### src/rtl/nearest_neighbor_image_scaler_unit_macros.svh
// Assertion macros for the nearest neighbor image scaler unit.
`ifndef NEAREST_NEIGHBOR_IMAGE_SCALER_UNIT_MACROS_SVH
`define NEAREST_NEIGHBOR_IMAGE_SCALER_UNIT_MACROS_SVH

// Same-cycle implication, disabled in reset.
`define NNIS_ASSERT_SAME(label, clk, rst, ante, cons, msg) \
   label: assert property (@(posedge clk) disable iff (rst) (ante) |-> (cons)) \
      else $error(msg);

// Next-cycle implication, disabled in reset.
`define NNIS_ASSERT_NEXT(label, clk, rst, ante, cons, msg) \
   label: assert property (@(posedge clk) disable iff (rst) (ante) |=> (cons)) \
      else $error(msg);

`endif

### src/rtl/nnis_pkg.sv
// Shared constants and codes for the nearest neighbor image scaler.
package nnis_pkg;

   localparam int PIX_W      = 16;
   localparam int SW_W       = 11;
   localparam int SH_W       = 10;
   localparam int RATIO_SH   = 16;
   localparam int RATIO_W    = SW_W + RATIO_SH;
   localparam int DIVD_W     = SW_W + RATIO_SH;
   localparam int DIVR_W     = SW_W;
   localparam int AREA_W     = SW_W + SH_W;
   localparam int CSR_IDX_W  = 3;

   localparam logic [CSR_IDX_W-1:0] CSR_SOURCE_WIDTH  = 3'd0;
   localparam logic [CSR_IDX_W-1:0] CSR_SOURCE_HEIGHT = 3'd1;
   localparam logic [CSR_IDX_W-1:0] CSR_TARGET_WIDTH  = 3'd2;
   localparam logic [CSR_IDX_W-1:0] CSR_TARGET_HEIGHT = 3'd3;

   localparam logic CMD_LOAD = 1'b0;
   localparam logic CMD_READ = 1'b1;

   localparam logic [SW_W-1:0] RESET_SOURCE_WIDTH  = 11'd800;
   localparam logic [SH_W-1:0] RESET_SOURCE_HEIGHT = 10'd480;
   localparam logic [SW_W-1:0] RESET_TARGET_WIDTH  = 11'd800;
   localparam logic [SH_W-1:0] RESET_TARGET_HEIGHT = 10'd480;

   typedef enum logic [7:0] {
      ST_IDLE    = 8'b0000_0001,
      ST_DIV_COL = 8'b0000_0010,
      ST_DIV_ROW = 8'b0000_0100,
      ST_MAP     = 8'b0000_1000,
      ST_CLAMP   = 8'b0001_0000,
      ST_ADDR    = 8'b0010_0000,
      ST_READ    = 8'b0100_0000,
      ST_OUT     = 8'b1000_0000
   } state_type;

endpackage

### src/rtl/nnis_divider.sv
// Restoring divider, one quotient bit per cycle, for the scale ratios.
module nnis_divider (
   input  logic                        clock,
   input  logic                        reset,
   input  logic                        go,
   input  logic [nnis_pkg::DIVD_W-1:0] dividend,
   input  logic [nnis_pkg::DIVR_W-1:0] divisor,
   output logic                        done,
   output logic [nnis_pkg::DIVD_W-1:0] quotient
);

   localparam int CNT_W = $clog2(nnis_pkg::DIVD_W + 1);

   logic                        run_ff, run_in;
   logic                        done_ff, done_in;
   logic [CNT_W-1:0]            cnt_ff, cnt_in;
   logic [nnis_pkg::DIVR_W-1:0] rem_ff, rem_in;
   logic [nnis_pkg::DIVR_W-1:0] div_ff, div_in;
   logic [nnis_pkg::DIVD_W-1:0] quo_ff, quo_in;
   logic [nnis_pkg::DIVR_W:0]   trial;
   logic                        fits;

   assign trial = {rem_ff, quo_ff[nnis_pkg::DIVD_W-1]};
   assign fits  = trial >= {1'b0, div_ff};

   always_comb begin
      run_in  = run_ff;
      done_in = 1'b0;
      cnt_in  = cnt_ff;
      rem_in  = rem_ff;
      div_in  = div_ff;
      quo_in  = quo_ff;
      if (go) begin
         run_in = 1'b1;
         cnt_in = CNT_W'(nnis_pkg::DIVD_W);
         rem_in = '0;
         div_in = divisor;
         quo_in = dividend;
      end else if (run_ff) begin
         rem_in = fits ? nnis_pkg::DIVR_W'(trial - {1'b0, div_ff})
                       : trial[nnis_pkg::DIVR_W-1:0];
         quo_in = {quo_ff[nnis_pkg::DIVD_W-2:0], fits};
         cnt_in = cnt_ff - CNT_W'(1);
         if (cnt_ff == CNT_W'(1)) begin
            run_in  = 1'b0;
            done_in = 1'b1;
         end
      end
   end

   always_ff @(posedge clock) begin
      if (reset) begin
         run_ff  <= 1'b0;
         done_ff <= 1'b0;
         cnt_ff  <= '0;
      end else begin
         run_ff  <= run_in;
         done_ff <= done_in;
         cnt_ff  <= cnt_in;
      end
   end

   always_ff @(posedge clock) begin
      rem_ff <= rem_in;
      div_ff <= div_in;
      quo_ff <= quo_in;
   end

   assign done     = done_ff;
   assign quotient = quo_ff;

endmodule

### config.mk
export PLATFORM = sky130hd
export DESIGN_NAME = nnis_divider
export DESIGN_NICKNAME = d
export VERILOG_FILES = /design/src/rtl/nearest_neighbor_image_scaler_unit_macros.svh /design/src/rtl/nnis_pkg.sv /design/src/rtl/nnis_divider.sv
export SDC_FILE = /design/constraint.sdc
export NUM_CORES = 1
export LEC_CHECK = 0
export BUFFER_PORTS_ARGS = -buffer_cell sky130_fd_sc_hd__buf_2
export CAP_MARGIN = 40
export CORE_UTILIZATION = 35
export CTS_CLUSTER_DIAMETER = 80
export CTS_CLUSTER_SIZE = 24
export DETAILED_ROUTE_END_ITERATION = 12
export PLACE_DENSITY = 0.57
export SETUP_SLACK_MARGIN = 0.2
export SLEW_MARGIN = 20
export SYNTH_ARGS = -nofsm -noshare
export SYNTH_HDL_FRONTEND = slang
export SYNTH_SLANG_ARGS = --single-unit
export TNS_END_PERCENT = 5
### constraint.sdc
create_clock -name clock -period 3.2 [get_ports clock]
set_input_delay 0.32 -clock clock [delete_from_list [all_inputs] [get_ports clock]]
set_output_delay 0.32 -clock clock [all_outputs]
set_load 0.01 [all_outputs]
==> results of run 1 <==
==> Yosys cell counts (2+ instances only) <==
| master | instances | area share, % |
|---|---|---|
| o211ai_1 | 2 | 0.54 |
| nor2_1 | 24 | 3.3 |
| inv_1 | 16 | 2.2 |
| buf_1 | 4 | 0.54 |
| mux2_2 | 27 | 11 |
| o31ai_1 | 3 | 0.81 |
| dfxtp_1 | 18 | 13 |
| a211oi_1 | 2 | 0.54 |
| nand3b_1 | 2 | 0.54 |
| a21oi_1 | 7 | 1.3 |
| a32oi_1 | 4 | 1.3 |
| o311a_1 | 2 | 0.72 |
| a2111o_1 | 2 | 0.81 |
| nand2_1 | 11 | 1.5 |
| a21o_1 | 2 | 0.54 |
| nand4_1 | 2 | 0.45 |
| ha_1 | 13 | 5.9 |
| edfxtp_1 | 38 | 41 |
| clkbuf_1 | 3 | 0.41 |
| a311oi_1 | 2 | 0.63 |
| o21ai_0 | 6 | 1.1 |
| xor2_1 | 7 | 2.2 |
| o21a_1 | 3 | 0.81 |
| xnor2_1 | 3 | 0.95 |
| nand2b_1 | 4 | 0.90 |
| nor3_1 | 4 | 0.72 |
| nor4_1 | 2 | 0.45 |
==> layout make-up <==
class                   instances  area, sq um  share of cell area, %
repair buffers                 71        375.4                  11.29
clock buffers                   6        82.58                  2.483
flip-flops and latches         56         1501                  45.15
multi-input cells             148         1165                  35.03
inverters                      16        60.06                  1.806
well taps                     102        127.6                  3.837
clock inverters                 2        13.76                 0.4138
==> cell families after synthesis <==
| family | after synthesis | share of synthesized area [%] |
|---|---|---|
| adders and majority gates | 14 | 6.592 |
| buffers and inverters | 25 | 3.792 |
| muxes | 28 | 11.51 |
| AOI/OAI and AO/OA | 42 | 11.56 |
| xor gates and xnor gates | 10 | 3.160 |
| and+or+nand+nor | 54 | 9.210 |
| DFF | 56 | 54.18 |
==> final timing paths <==
check	from	endpoint	slack, ns	depth (start not counted)
min	divisor[1]	div_ff[1]	0.16	1
min reg2reg	rem_ff[1]	rem_ff[1]	0.49	2
max reg2reg	quotient[26]	rem_ff[0]	0.41	9
max	quotient[26]	rem_ff[0]	0.41	9
==> sequential cells by signal (all words and copies together) (netlist names) <==
| name | cells |
|---|---|
| div_ff | 11 |
| cnt_ff | 5 |
| rem_ff | 11 |
| quotient | 27 |
| done | 1 |
| run_ff | 1 |
==> per-stage QoR <==
stage | cells | instance area [sq um]
floorplan | 229 | 2771
global placement | 393 | 3229
detailed placement | 393 | 3229
CTS | 401 | 3326
global route | 401 | 3326
finish | 401 | 3326
==> critical path, stage by stage (launching register included) <==
cell and delay, ns:
edfxtp_1 0.40, inv_1 0.09, ha_1 0.18, fa_1 0.21
and2b_1 0.21, o31a_4 0.30, o21ai_2 0.17, a21o_1 0.60
mux2_4 0.36, a211oi_2 0.21
==> power by group through the flow <==
stage | clock [mW] | sequential (mW) | combinational, mW
after detailed placement | 0 | 0.892 | 0.303
after floorplan | 0 | 0.906 | 0.177
final | 0.429 | 0.876 | 0.300
after global placement | 0 | 0.892 | 0.296
after CTS | 0.447 | 0.877 | 0.304
after global routing | 0.464 | 0.886 | 0.333
==> metal layers <==
metal / part of all wire, % / routed length, um / vias to the layer above / GRT usage, %
met1: 46 / 2627 / 924 / 17.95
met3: 5.9 / 341 / 11 / 4.439
met4: 2.3 / 134 / 0 / 6.746
li1: - / - / 984 / -
met2: 46 / 2666 / 53 / 23.55
met5: 0 / 0 / - / 0
==> impl_metrics.json, run 1 <==
{
  "fill_cells": 755,
  "p_clk_share_pct": 26.7,
  "die_y_um": 90.99,
  "synthFlopType": "edfxtp_1",
  "min_path_type": "input pin to register",
  "drc": 0,
  "fin_total_pwr_mw": 1.604,
  "slew_headroom_pct": 52.42,
  "worstMarginPinSlew_ns": 0.7137,
  "worstSetupPathType": "register to register",
  "drt-initial-drc-count": 109,
  "power_density_nw_per_um2": 482.4,
  "grt_pass1_vias": 1944,
  "syn_nets": 284,
  "synthToLayoutAreaGrowth_pct": 20.00,
  "syn_area_sq_um": 2771,
  "post-route-period-util_pct": 87.05,
  "power_switching_uw": 440.0,
  "numCtsBuffers": 5,
  "cts_tree": "yes",
  "dp_hpwl_mm": 4.108,
  "clockBufferDepth": 2,
  "gp_congestion": 0.7917,
  "antenna_found_initial": 0,
  "most-common-layout-cells": "buf_2, edfxtp_1, mux2_2",
  "die_w_um": 90.99,
  "clkLatencyLatePin_ns": 0.32,
  "drive_gt1_share_pct": 37.46,
  "synth_edf_count": 38,
  "utilization_pct": 43.26,
  "fin_tns_setup_ns": 0,
  "final_nets": 353,
  "ir_worst_vdd_mv": 0.2901,
  "cp.required_ns": 3.46,
  "final_common_cell": "buf_2",
  "ys_ff_latch": 56,
  "grt_max_degree": 31,
  "ios": 69,
  "viasPerCell": 4.918,
  "worstPathMaxFanout": 21,
  "p_int_mw": 1.164,
  "drt-total-wl_mm": 5.769,
  "die_area_sq_um": 8278,
  "fp-row-count": 32,
  "postRouteAntennaNets": 0,
  "drv_cap": 0,
  "hold_buffers": 0,
  "rsz0062_at_grt": "false",
  "io_buffers": 68,
  "finalHoldViolCount": 0,
  "final.min_clock_period_ns": 2.786,
  "leakage_nw": 1.408,
  "worstSetupStartpointType": "register",
  "clk_pin_slew_ns": 0.11,
  "timing.fmax_mhz": 359.0,
  "n_antenna_cell": 0,
  "async_reset_ff_share_pct": 0,
  "seq_area_frac_synth_pct": 54.18,
  "cp-end-kind": "register",
  "p_seq_share_pct": 54.6,
  "netlist_instances": 229,
  "worst_clock_skew_ns": 0.01386,
  "initial_core_util_pct": 36.05,
  "worst_slack_ns": 0.4142,
  "cts_setup_buffers": 0,
  "dr.pass1.iters": 5,
  "syn_area_per_cell_sq_um": 12.10,
  "wl_per_cell_um": 14.39,
  "setup_viol": 0,
  "whs_ns": 0.1616,
  "switching_share_pct": 27.42,
  "yosysWarnings": 0,
  "ys_types": 43,
  "final_max_slew_viol_count": 0,
  "cp_data_arrival_time_ns": 3.04,
  "clock_sinks": 56,
  "combPwrFrac_pct": 18.7,
  "outcome": "finished clean",
  "grtUsageTotal_pct": 14.62,
  "grt_pass1_wl_mm": 9.397,
  "htreeDepth": 2,
  "core_area_sq_um": 7687,
  "grt.overflow.total": 0,
  "vias": 1972,
  "root_buffer": "clkbuf_8",
  "pre_cts_slack_ns": 0.4188,
  "ctsResizeCount": 0
}
No activity file was read; power rests on OpenSTA's default activity.
==> run 2, diff against run 1 <==
--- a/config.mk
+++ b/config.mk
@@ -7,11 +7,11 @@
 export LEC_CHECK = 0
 export BUFFER_PORTS_ARGS = -buffer_cell sky130_fd_sc_hd__buf_2
 export CAP_MARGIN = 40
-export CORE_UTILIZATION = 35
+export CORE_UTILIZATION = 53
 export CTS_CLUSTER_DIAMETER = 80
 export CTS_CLUSTER_SIZE = 24
 export DETAILED_ROUTE_END_ITERATION = 12
-export PLACE_DENSITY = 0.57
+export PLACE_DENSITY = 0.81
 export SETUP_SLACK_MARGIN = 0.2
 export SLEW_MARGIN = 20
 export SYNTH_ARGS = -nofsm -noshare
==> run 2 against run 1 <==
Against the previous run:
- critical path depth is the same
- sequential share of layout area grew 0.45 points
- first-iteration DRC count grew 45%
- count of clock-buffer cells in the layout grew 1
- setup slack gained 0.048 ns
- global-route usage grew 7.7 points
==> impl_metrics.json, run 2 (synthesis results as in run 1) <==
{
  "outcome": "finished clean",
  "viasPerCell": 5.411,
  "cts_tree": "yes",
  "drv_cap": 0,
  "numCtsBuffers": 5,
  "synthToLayoutAreaGrowth_pct": 18.83,
  "root_buffer": "clkbuf_8",
  "htreeDepth": 2,
  "dr.pass1.iters": 4,
  "fin_tns_setup_ns": 0,
  "cts_setup_buffers": 0,
  "pre_cts_slack_ns": 0.5134,
  "ctsResizeCount": 0,
  "design_area_sq_um": 3293,
  "fin_total_pwr_mw": 1.682,
  "rrSetupSlack_ns": 0.46,
  "final_common_cell": "buf_2",
  "final.min_clock_period_ns": 2.738,
  "worstSetupPathType": "register to register",
  "ios": 69,
  "hold_depth": 1,
  "final_max_slew_viol_count": 0,
  "gp_congestion": 0.8750,
  "clkLatencyLatePin_ns": 0.32,
  "final_nets": 352,
  "final_cells": 365,
  "drt-initial-drc-count": 158,
  "clk_pin_slew_ns": 0.10,
  "die_w_um": 74.31,
  "grt_pass1_vias": 1917,
  "initial_core_util_pct": 56.79,
  "clock_sinks": 56,
  "setup_viol": 0,
  "min_path_type": "input pin to register",
  "cp.required_ns": 3.44,
  "die_area_sq_um": 5522,
  "worst_clock_skew_ns": 0.008115,
  "io_buffers": 68,
  "dp_hpwl_mm": 3.958,
  "busiest_layer": "met2",
  "fp-row-count": 25,
  "post-route-period-util_pct": 85.55,
  "place_area_sq_um": 3166,
  "n_antenna_cell": 0,
  "cp-end-kind": "register",
  "whs_ns": 0.1775,
  "drt-total-wl_mm": 5.554,
  "leakage_nw": 1.409,
  "slew_headroom_pct": 57.64,
  "power_density_nw_per_um2": 510.7,
  "die_y_um": 74.31,
  "wl_per_cell_um": 15.22,
  "gr-usage-met2_pct": 33.64,
  "worstSetupStartpointType": "register",
  "largest_reg_flops": 27,
  "use_met3_pct": 6.640,
  "use_met1_pct": 30.03,
  "worstPathMaxFanout": 21,
  "antenna_found_initial": 0,
  "rsz0062_at_grt": "false",
  "drc": 0,
  "hold_buffers": 0,
  "core_area_sq_um": 4880,
  "worst_slack_ns": 0.4625,
  "worstMarginPinSlew_ns": 0.6354,
  "finalHoldViolCount": 0,
  "ir_worst_vdd_mv": 0.3479,
  "clockBufferDepth": 2,
  "cp_data_arrival_time_ns": 2.98,
  "postRouteAntennaNets": 0,
  "grt.overflow.total": 0,
  "vias": 1975,
  "utilization_pct": 67.49,
  "timing.fmax_mhz": 365.3,
  "reg2regPathDepth": 9,
  "drive_gt1_share_pct": 36.91,
  "most-common-layout-cells": "buf_2, edfxtp_1, mux2_2",
  "grt_pass1_wl_mm": 8.997,
  "grtUsageTotal_pct": 22.28,
  "place_inst": 357,
  "grt_max_degree": 39
}
## run 2: cell types whose count changed in the layout (fill, tap and decap cells not counted), sizes merged
cell / previous run / this run
buf: 71 / 70
bufinv: 0 / 1
clkinv: 1 / 0
clkbuf: 6 / 7
inv: 17 / 16
## run 2: power by group
group          leakage, nW  switching (mW)  internal (mW)
Clock               0.0636           0.223          0.281
Sequential           0.528          0.0374          0.845
Combinational        0.818           0.157          0.138
## run 2: routing by layer
layer	share of wire, %	up-vias
li1	-	978
met1	45	917
met2	47	66
met3	6.0	14
met4	2.4	0
met5	0	-
## run 2: worst max-delay path: stages (launching register included)
cell	delay, ns
edfxtp_1	0.39
inv_1	0.10
ha_1	0.19
fa_1	0.21
and2b_1	0.21
o31a_4	0.30
o21ai_2	0.17
a21o_1	0.55
mux2_4	0.36
a211oi_2	0.20
## run 2: path summary, 6_finish.rpt
kind | from | endpoint
worst min register to register | rem_ff[1] | rem_ff[1]
worst max-delay path | quotient[26] | rem_ff[0]
worst min-delay path | divisor[0] | div_ff[0]
worst max register to register | quotient[26] | rem_ff[0]
## run 2: layout make-up
class | count | area (sq um)
clock inverter | 1 | 30.03
inverter | 16 | 60.06
multi-input combinational | 148 | 1165
clock buffer | 7 | 97.59
sequential | 56 | 1501
fill | 373 | 1587
timing repair buffer | 70 | 355.3
tap | 67 | 83.83
